===== src/sv/cau_pkg.sv =====
// Package for the complex arithmetic unit: word widths, item types and the
// divider cell types. Depends on nothing.
package cau_pkg;

  localparam int W       = 32;
  localparam int F       = 16;
  localparam int PROD_W  = 2 * W;
  localparam int SUM_W   = 2 * W + 1;
  localparam int MAG_W   = 2 * W + 1;
  localparam int DEN_W   = 2 * W + 1;
  localparam int NUM_W   = MAG_W + F;
  localparam int REM_W   = DEN_W;
  localparam int N_CELLS = NUM_W;

  typedef enum logic [1:0] {
    MODE_ADD = 2'd0,
    MODE_SUB = 2'd1,
    MODE_MUL = 2'd2,
    MODE_DIV = 2'd3
  } cau_mode_t;

  typedef struct packed {
    cau_mode_t             mode;
    logic signed [W-1:0]   first_real;
    logic signed [W-1:0]   first_imag;
    logic signed [W-1:0]   second_real;
    logic signed [W-1:0]   second_imag;
  } cau_in_t;

  typedef struct packed {
    logic signed [W-1:0]   result_real;
    logic signed [W-1:0]   result_imag;
    logic                  overflow;
    logic                  divide_by_zero;
  } cau_out_t;

  typedef struct packed {
    logic               neg;
    logic [NUM_W-1:0]   num;
    logic [REM_W-1:0]   rem;
    logic [W-1:0]       q;
    logic               hi;
  } cau_lane_t;

  typedef struct packed {
    logic               pass;
    logic               dz;
    logic [DEN_W-1:0]   den;
    cau_lane_t          re;
    cau_lane_t          im;
  } cau_cell_t;

endpackage


===== src/sv/cau_div_cell.sv =====
// One restoring-division cell: unless the item is marked pass, takes one numerator bit
// on each of the two lanes and hands the partial result on. Depends on cau_pkg.
module cau_div_cell (
  input  logic               clk,
  input  logic               rst_n,
  input  logic               in_valid,
  input  cau_pkg::cau_cell_t in_cell,
  output logic               out_valid,
  output cau_pkg::cau_cell_t out_cell
);
  import cau_pkg::*;

  logic      valid_r;
  cau_cell_t cell_r, cell_nxt;

  function automatic cau_lane_t step(input cau_lane_t l, input logic [DEN_W-1:0] d);
    cau_lane_t      r;
    logic [REM_W:0] rsh;
    logic [REM_W:0] diff;
    logic           ge;
    rsh   = {l.rem, l.num[NUM_W-1]};
    diff  = rsh - {1'b0, d};
    ge    = rsh >= {1'b0, d};
    r     = l;
    r.rem = ge ? diff[REM_W-1:0] : rsh[REM_W-1:0];
    r.num = l.num << 1;
    r.q   = {l.q[W-2:0], ge};
    r.hi  = l.hi | l.q[W-1];
    return r;
  endfunction

  always_comb begin
    cell_nxt = in_cell;
    if (!in_cell.pass) begin
      cell_nxt.re = step(in_cell.re, in_cell.den);
      cell_nxt.im = step(in_cell.im, in_cell.den);
    end
  end

  always_ff @(posedge clk) begin
    if (!rst_n) begin
      valid_r <= 1'b0;
    end else begin
      valid_r <= in_valid;
    end
  end

  always_ff @(posedge clk) begin
    cell_r <= cell_nxt;
  end

  assign out_valid = valid_r;
  assign out_cell  = cell_r;

endmodule


===== config.mk =====
export PLATFORM = sky130hd
export DESIGN_NAME = cau_div_cell
export DESIGN_NICKNAME = d
export VERILOG_FILES = /design/src/sv/cau_pkg.sv /design/src/sv/cau_div_cell.sv
export SDC_FILE = /design/constraint.sdc
export NUM_CORES = 1
export LEC_CHECK = 0
export ABC_AREA = 1
export BUFFER_PORTS_ARGS = -buffer_cell sky130_fd_sc_hd__buf_2
export CAP_MARGIN = 40
export CORE_AREA = 5 5 334 336
export CTS_BUF_LIST = sky130_fd_sc_hd__clkbuf_4
export CTS_CLUSTER_DIAMETER = 100
export DETAILED_ROUTE_END_ITERATION = 16
export DIE_AREA = 0 0 339 341
export PLACE_DENSITY_LB_ADDON = 0.3
export SYNTH_ARGS = -nofsm -noshare
export SYNTH_HDL_FRONTEND = slang
export SYNTH_SLANG_ARGS = --single-unit

===== constraint.sdc =====
create_clock -name clk -period 2.4 [get_ports clk]
set_clock_uncertainty 0.15 [all_clocks]
set_input_delay 0.24 -clock clk [delete_from_list [all_inputs] [get_ports clk]]
set_output_delay 0.24 -clock clk [all_outputs]
set_load 0.05 [all_outputs]

== Word level (Yosys, flattened, before mapping) ==
Cells that the tools add are included.
Word-level totals
  flip-flop bits (word level): 428
  bits of input ports: 430
  output and inout bits: 428
  word-level logic and storage cells: 25
Operators by class
  add/subtract/negate cells: 2
  order comparisons: 2
  multiplexer cells: 3
  bitwise gates (word level): 2
Operator list (number)
  two-way mux 359 bit: 1
  >= comparator 66 x 65 -> 1 bit: 2
  two-way mux 65 bit: 2
  subtractor 65 bit: 2
  bitwise OR 1 bit: 2

== Depth between registers and ports, before layout ==
Gate-level depths: netlist (run 1).
  word-level depth: 3
  mapped depth: 19
  depth with buffers taken out: 18

== Least setup slack after synthesis (run 1) ==
OpenSTA, ideal clock, no wires.
  kind: input to register
  from: input in_cell[178] in the netlist's numbering
  to: register cell_r (netlist bit out_cell[82])
  setup time: 112 ps
  arrival time: 1990 ps
  data required time: 2138 ps
  slack: 148 ps
  cell stages on the path: 17
  buffers on the path: 2
  cells stage by stage: inv_1 -> ha_1 -> fa_1 -> inv_1 -> nand3_1 -> nand3_2 -> nand2_1 -> nand2_2 -> nand2_2 -> nand2_2 -> nand2_2 -> nand2_2 -> buf_6 -> buf_6 -> nand3_1 -> nand2_1 -> nand2_1
RTL lines
  start, declared: RTL line cau_div_cell.sv:7  | input cau_pkg::cau_cell_t in_cell,
  end signal, assigned: RTL line cau_div_cell.sv:49  | cell_r <= cell_nxt;
  end, declared: RTL line cau_div_cell.sv:14  | cau_cell_t cell_r, cell_nxt;

==> results of run 1 <==
-- registers in the layout, indices dropped and copies added, names as in the netlist --
name / flops
out_cell: 427
out_valid: 1
-- per-layer routing --
layer	share of wire [%]	global-route usage (%)	wire, um	up-vias
li1	-	-	-	18870
met1	38	29.64	62580	17570
met2	48	47.81	78760	1667
met3	6.3	5.121	10350	525
met4	8.0	18.01	13190	10
met5	0.037	0	61	-
-- placed cells by master (no fill, tap or decap), types with 14 or more instances in the layout --
cell type         n
inv_2            52
inv_1           715
nor2_1          158
nand3_1         260
nor2_2           66
clkinv_1         18
nand2_2          45
clkbuf_4        162
a21oi_1          83
buf_12           26
o21ai_0          60
xnor2_1          57
nor3_1           20
nand3b_1         69
dlygate4sd3_1   967
o21bai_1         14
buf_2           855
ha_1            113
diode_2          16
dfxtp_1         428
nand2_1        2119
nand4_1          41
buf_4           682
o21ai_1          35
-- cells by family (layout without fill, tap and decap cells) --
family | after synthesis | after routing
flip-flops | 428 | 428
buffers and inverters | 883 | 3506
AO/OA/AOI/OAI | 211 | 211
adder cells (fa/ha/maj) | 132 | 132
XOR/XNOR | 64 | 64
other | 0 | 16
AND/OR/NAND/NOR | 2819 | 2819
-- repair_timing --
item | 4_1_cts | 5_1_grt
resized for setup | 0 | 159
hold endpoints to repair | 428 | 9
endpoints found under the setup margin | 0 | 123
buffers inserted | 0 | 10
hold buffers | 965 | 8
-- final cells by class --
| cell class | instances | area [um2] |
|---|---|---|
| inverter | 769 | 2894 |
| fill | 10800 | 58390 |
| clock buffer | 162 | 1216 |
| tap | 1414 | 1769 |
| timing repair buffer | 2539 | 19750 |
| clock inverter | 36 | 266.5 |
| antenna | 16 | 40.04 |
| sequential | 428 | 8568 |
| multi-input combinational | 3226 | 15350 |
-- how the worst min path moves through the flow --
stage / from / endpoint / slack [ns] / cells after the start
floorplan: in_cell[179] / out_cell[179] / 0.12 / 0
global placement: in_cell[425] / out_cell[425] / 0.20 / 1
finish: in_cell[389] / out_cell[62] / 0.07 / 8
CTS: in_cell[259] / out_cell[259] / 0.004 / 5
global route: in_cell[389] / out_cell[62] / 0.04 / 8
detailed placement: in_cell[425] / out_cell[425] / 0.20 / 1
-- worst max-delay path, stage by stage --
cell and delay, ns:
buf_2 0.08, dlygate4sd3_1 0.66, inv_1 0.15, ha_1 0.34, nand2_1 0.15, nor2_1 0.09
buf_4 0.14, nand2_1 0.07, nand2_2 0.09, a21oi_2 0.15, nor2_1 0.10, nor2_4 0.23
nand2_8 0.14, buf_12 0.16, clkbuf_16 0.17, nand2_1 0.07, nand3_1 0.06, o21ai_1 0.11
-- synth_stat cells (3+ instances only) --
cell type	n	area, um2
nand2_4	3	33.78
xnor2_1	57	499.2
buf_6	18	202.7
nor2_4	5	56.30
inv_1	740	2778
buf_2	11	55.05
nand2_1	2151	8074
nand3_2	3	30.03
nand4_1	41	256.5
inv_2	27	101.4
nor3_1	26	130.1
and2_1	8	50.05
nand2_2	13	81.33
clkbuf_1	77	289.0
nor2_2	26	162.7
nor4_1	3	18.77
nor2_1	204	765.7
buf_4	7	52.55
nand3_1	262	1311
nand3b_1	69	518.0
o21bai_1	14	105.1
o21ai_1	34	170.2
a21oi_1	96	480.5
o21ai_0	61	305.3
xor2_1	7	61.31
ha_1	130	1627
dfxtp_1	428	8568
-- power by group through the flow --
| stage | combinational [W] | clock, W | sequential, W |
|---|---|---|---|
| floorplan | 0.00322 | 0 | 0.0105 |
| global placement | 0.00961 | 0 | 0.00827 |
| detailed placement | 0.00961 | 0 | 0.00826 |
| CTS | 0.0110 | 0.00721 | 0.00812 |
| global route | 0.0121 | 0.00764 | 0.00816 |
| finish | 0.0114 | 0.00704 | 0.00813 |
-- metrics by stage --
stage | cells | util, % | setup slack, ns | power [W]
6_report | 8590 | 46.06 | -0.07163 | 0.02653
5_1_grt | 8577 | 46.03 | -0.01351 | 0.02791
4_1_cts | 8559 | 45.36 | 0.01199 | 0.02631
3_5_place_dp | 7396 | 35.07 | -0.4898 | 0.01787
3_3_place_gp | 7396 | 35.07 | -0.4729 | 0.01788
2_1_floorplan | 4537 | - | 0.1478 | 0.01374
==> run_results.csv, run 1 <==
group,metric,value,unit
yosys,synth_top_family_by_area,"simple AND/OR/NAND/NOR gates",
critical_path,cp_data_required_time,3.13,ns
hold_path,min_path_type,"input port to flop",
yosys,synth_xor_xnor_area_share,2.083,%
global_route,grt_max_degree,130,
critical_path,cp_data_arrival_time,3.20,ns
critical_path,crit_start,"in_cell[409]",
sta,hold_viol,0,
route,drc,0,
global_route,first_global_vias,39540,
sta,setup_violations,31,
yosys,synth_seq_area_share,31.84,%
route,wire_per_inst,19.20,um
clock_tree,clk_transition_reported_paths,0.06,ns
die,start_util,24.86,%
outcome,violations,"setup timing",
sta,holdWs,0.06764,ns
yosys,synth_ff_type,"dfxtp_1",
yosys,yosys_warnings,0,
final_layout,fin_area,49860,um2
yosys,synth_cells,4537,
power_and_ir_drop,peakVddDrop,463.6,uV
power_and_ir_drop,cellLeakagePower,27.87,nW
route,vias,38640,
die,die_w,339,um
yosys,yosys.area_share.simple,42.82,%
route,ant_nets,0,
global_route,grt-ovfl-total,0,
power_and_ir_drop,p_seq_share,30.7,%
critical_path,cp-end-kind,"flop",
yosys,synth_compound_gate_area_share,4.105,%
critical_path,path_class,"input port to flop",
route,routed_wirelength,164900,um
clock_tree,cts_tree,"done",
outcome,status,"finished, violations left",
route,dr.pass1.iters,6,
sta,min_period,2.472,ns
die,boundaryPins,858,
global_route,grt_pass1_wl,237800,um
place,io_buffers,857,
clock_tree,numCtsBuffers,131,
clock_tree,root_buffer,"clkbuf_4",
yosys,yosys.area_share.adder,6.192,%
clock_tree,clkSinkCount,428,
power_and_ir_drop,switchingPower,0.01091,W
clock_tree,cts_buffer_depth,3,
place,place_hpwl,125400,um
clock_tree,htree_levels,4,
final_layout,area_growth,85.24,%
yosys,async_reset_ff_share,0,%
sta,slew_headroom,50.42,%
flow_run,maxCapViolations,0,
die,die_area,115600,um2
power_and_ir_drop,switching_share,41.10,%
yosys,synth.area.mux_share,0,%
sta,finalWorstSetupSlack,-0.07163,ns
yosys,ys_types,37,
yosys,syn_nets,5099,
sta,grt_setup_unrepaired,"yes",
yosys,synth_edf_count,0,
route,drtIter0Drc,2443,
yosys,synth-seq-cells,428,
die,std_cell_rows,121,
sta,setup-tns-final,-0.7917,ns
global_route,grt_use_total,27.09,%
die,die_y,341,um
route,vias_per_cell,4.498,
power_and_ir_drop,pwr-share-clk,26.5,%
critical_path,crit_fanout,14,
sta,period_share,103.0,%
final_layout,fin_nets,7657,
sta,max_freq,0.4046,GHz
place,dpl_cell_area,37960,um2
critical_path,cp-start-kind,"input port",
yosys,syn_area,26910,um2
critical_path,crit_path_end,"out_cell[225]",
sta,slew_violations,0,
place,globalplace.congestion,1.002,
sta,tightest_slew,0.7413,ns
power_and_ir_drop,p_int,0.01563,W
die,coreArea,108200,um2
final_layout,layout-drive-gt1-share,27.63,%
global_route,antenna_found_initial,18,
yosys,syn_area_per_cell,5.932,um2
power_and_ir_drop,p_comb_share,42.8,%
power_and_ir_drop,powerDensity,532.2,nW/um2
Power figures use the tool's default switching activity.
==> run 2: changes to the inputs <==
--- a/config.mk
+++ b/config.mk
@@ -8,11 +8,11 @@
 export ABC_AREA = 1
 export BUFFER_PORTS_ARGS = -buffer_cell sky130_fd_sc_hd__buf_2
 export CAP_MARGIN = 40
-export CORE_AREA = 5 5 334 336
+export CORE_AREA = 5 5 335 337
 export CTS_BUF_LIST = sky130_fd_sc_hd__clkbuf_4
 export CTS_CLUSTER_DIAMETER = 100
 export DETAILED_ROUTE_END_ITERATION = 16
-export DIE_AREA = 0 0 339 341
+export DIE_AREA = 0 0 340 342
 export PLACE_DENSITY_LB_ADDON = 0.3
 export SYNTH_ARGS = -nofsm -noshare
 export SYNTH_HDL_FRONTEND = slang
==> run_results.csv, run 2 (synthesis gave the netlist of run 1 again) <==
group,metric,value,unit
outcome,status,"complete, no violations",
sta,setup_violations,0,
place,globalplace.congestion,0.9851,
sta,period_share,99.95,%
route,wire_per_inst,19.52,um
final_layout,fin_area,50410,um2
die,coreArea,108600,um2
die,start_util,24.79,%
sta,hold_viol,0,
power_and_ir_drop,p_comb_share,41.5,%
final_layout,most-common-layout-cells,"nand2_1 (2130), dlygate4sd3_1 (987), buf_2 (856)",
clock_tree,cts_tree,"done",
final_layout,layout-drive-gt1-share,26.97,%
hold_path,hold_path_startpoint,"in_cell[254]",
global_route,grt-ovfl-total,0,
die,die_y,342,um
global_route,antenna_found_initial,21,
final_layout,largest_register_ffs,427,
die,die_w,340,um
critical_path,cp_data_arrival_time,3.14,ns
die,std_cell_rows,121,
place,io_buffers,857,
clock_tree,clkSinkCount,428,
die,die_area,116300,um2
global_route,grt_max_degree,135,
critical_path,crit_fanout,3,
route,drtIter0Drc,2596,
route,wl_met1,64590,um
power_and_ir_drop,pwr-share-clk,29.2,%
sta,grt_setup_unrepaired,"yes",
sta,holdWs,0.09033,ns
hold_path,hold_end,"out_cell[254]",
sta,min_period,2.399,ns
sta,slew_violations,0,
final_layout,fin_util,46.44,%
flow_run,maxCapViolations,0,
sta,max_freq,0.4169,GHz
sta,slew_headroom,53.84,%
route,vias,38940,
route,ant_nets,0,
clock_tree,root_buffer,"clkbuf_4",
die,boundaryPins,858,
critical_path,cp-end-kind,"flop",
final_layout,layout.cells.most_common,"nand2_1",
power_and_ir_drop,switching_share,40.46,%
hold_path,min_path_type,"input port to flop",
power_and_ir_drop,p_int,0.01648,W
final_layout,multi_input_area,15220,um2
place,place_hpwl,126900,um
route,dr.pass1.iters,6,
route,vias_per_cell,4.496,
clock_tree,numCtsBuffers,131,
place,dpl_cell_area,38130,um2
critical_path,path_class,"input port to flop",
clock_tree,cts_buffer_depth,3,
power_and_ir_drop,powerDensity,549.1,nW/um2
final_layout,final-seq-area,8568,um2
global_route,grt_pass1_wl,242600,um
critical_path,cp-start-kind,"input port",
route,drc,0,
global_route,grt_use_total,27.60,%
sta,tightest_slew,0.6924,ns
final_layout,area_growth,87.30,%
route,met3WireLength,10100,um
global_route,first_global_vias,40190,
hold_path,whs_path_depth,5,
route,wl_met2,82770,um
route,top_layer,"met5",
power_and_ir_drop,peakVddDrop,425.3,uV
critical_path,cp_data_required_time,3.14,ns
route,routed_wirelength,169100,um
clock_tree,htree_levels,4,
clock_tree,clk_transition_reported_paths,0.06,ns
power_and_ir_drop,cellLeakagePower,28.27,nW
final_layout,fin_nets,7695,
power_and_ir_drop,p_seq_share,29.3,%
final_layout,fillers,10770,
power_and_ir_drop,switchingPower,0.01120,W
-- run 2: cell types whose count changed in the layout (fill, tap and decap cells not counted), moves of 11 or more --
cell,previous run,this run
inv_1,715,730
clkbuf_4,162,181
nand2_2,45,32
nor2_1,158,180
nor2_2,66,42
inv_2,52,35
dlygate4sd3_1,967,987
buf_4,682,693
nand2_1,2119,2130
-- run 2: per-stage QoR --
step           total power (W)  setup TNS [ns]  cells  setup WS (ns)
2_1_floorplan          0.01374               0   4537         0.1478
3_3_place_gp           0.01796          -56.30   7415        -0.5648
3_5_place_dp           0.01795          -59.65   7415        -0.5825
4_1_cts                0.02745               0   8629        0.01776
5_1_grt                0.02907         -0.3849   8652       -0.04710
6_report               0.02768               0   8660       0.001238
-- run 2: worst max path at each step --
stage	slack, ns	startpoint	end
4_1_cts	0.02	in_cell[95]	out_cell[81]
6_report	0.001	in_cell[384]	out_cell[258]
3_3_place_gp	-0.56	in_cell[421]	out_cell[81]
2_1_floorplan	0.15	in_cell[178]	out_cell[82]
3_5_place_dp	-0.58	in_cell[421]	out_cell[94]
5_1_grt	-0.05	in_cell[396]	out_cell[235]
-- run 2: metal layers --
metal / vias to the layer above / global-route usage [%]
met1: 17780 / 30.14
met5: - / 0
met4: 16 / 16.86
met2: 1652 / 49.68
met3: 503 / 5.007
li1: 18990 / -
-- run 2: critical path: stages --
cell and delay, ns:
dlygate4sd3_1 0.55, buf_2 0.15, clkinvlp_4 0.24, buf_4 0.23
ha_4 0.27, buf_4 0.11, nand2_1 0.10, nor2_2 0.16
nand2_1 0.11, inv_1 0.10, nand2_1 0.06, nand2_1 0.09
buf_4 0.11, nand2_1 0.11, nand3_1 0.12, nand2_1 0.05
nand2_1 0.13, nand2_1 0.08, nand2_1 0.07, nand2_1 0.05
-- run 2: timing repair --
item / CTS / global route
gates resized for setup: 0 / 103
hold endpoints to repair: 428 / 13
setup endpoints to repair: 0 / 129
hold buffers: 985 / 7
buffers inserted: 0 / 4
-- run 2: layout make-up --
type	count	area share, %
sequential	428	17.00
timing repair buffer	2576	39.94
inverter	769	5.749
clock buffer	181	2.696
tap	1414	3.510
multi-input combinational	3227	30.20
antenna	17	0.08439
clock inverter	48	0.8216
-- run 2: power by group through the flow --
stage | clock [W] | sequential (W) | combinational [W]
final | 0.00807 | 0.00812 | 0.0115
after global routing | 0.00870 | 0.00815 | 0.0122
after CTS | 0.00823 | 0.00809 | 0.0111
after detailed placement | 0 | 0.00823 | 0.00972
after global placement | 0 | 0.00825 | 0.00972
after floorplan | 0 | 0.0105 | 0.00322
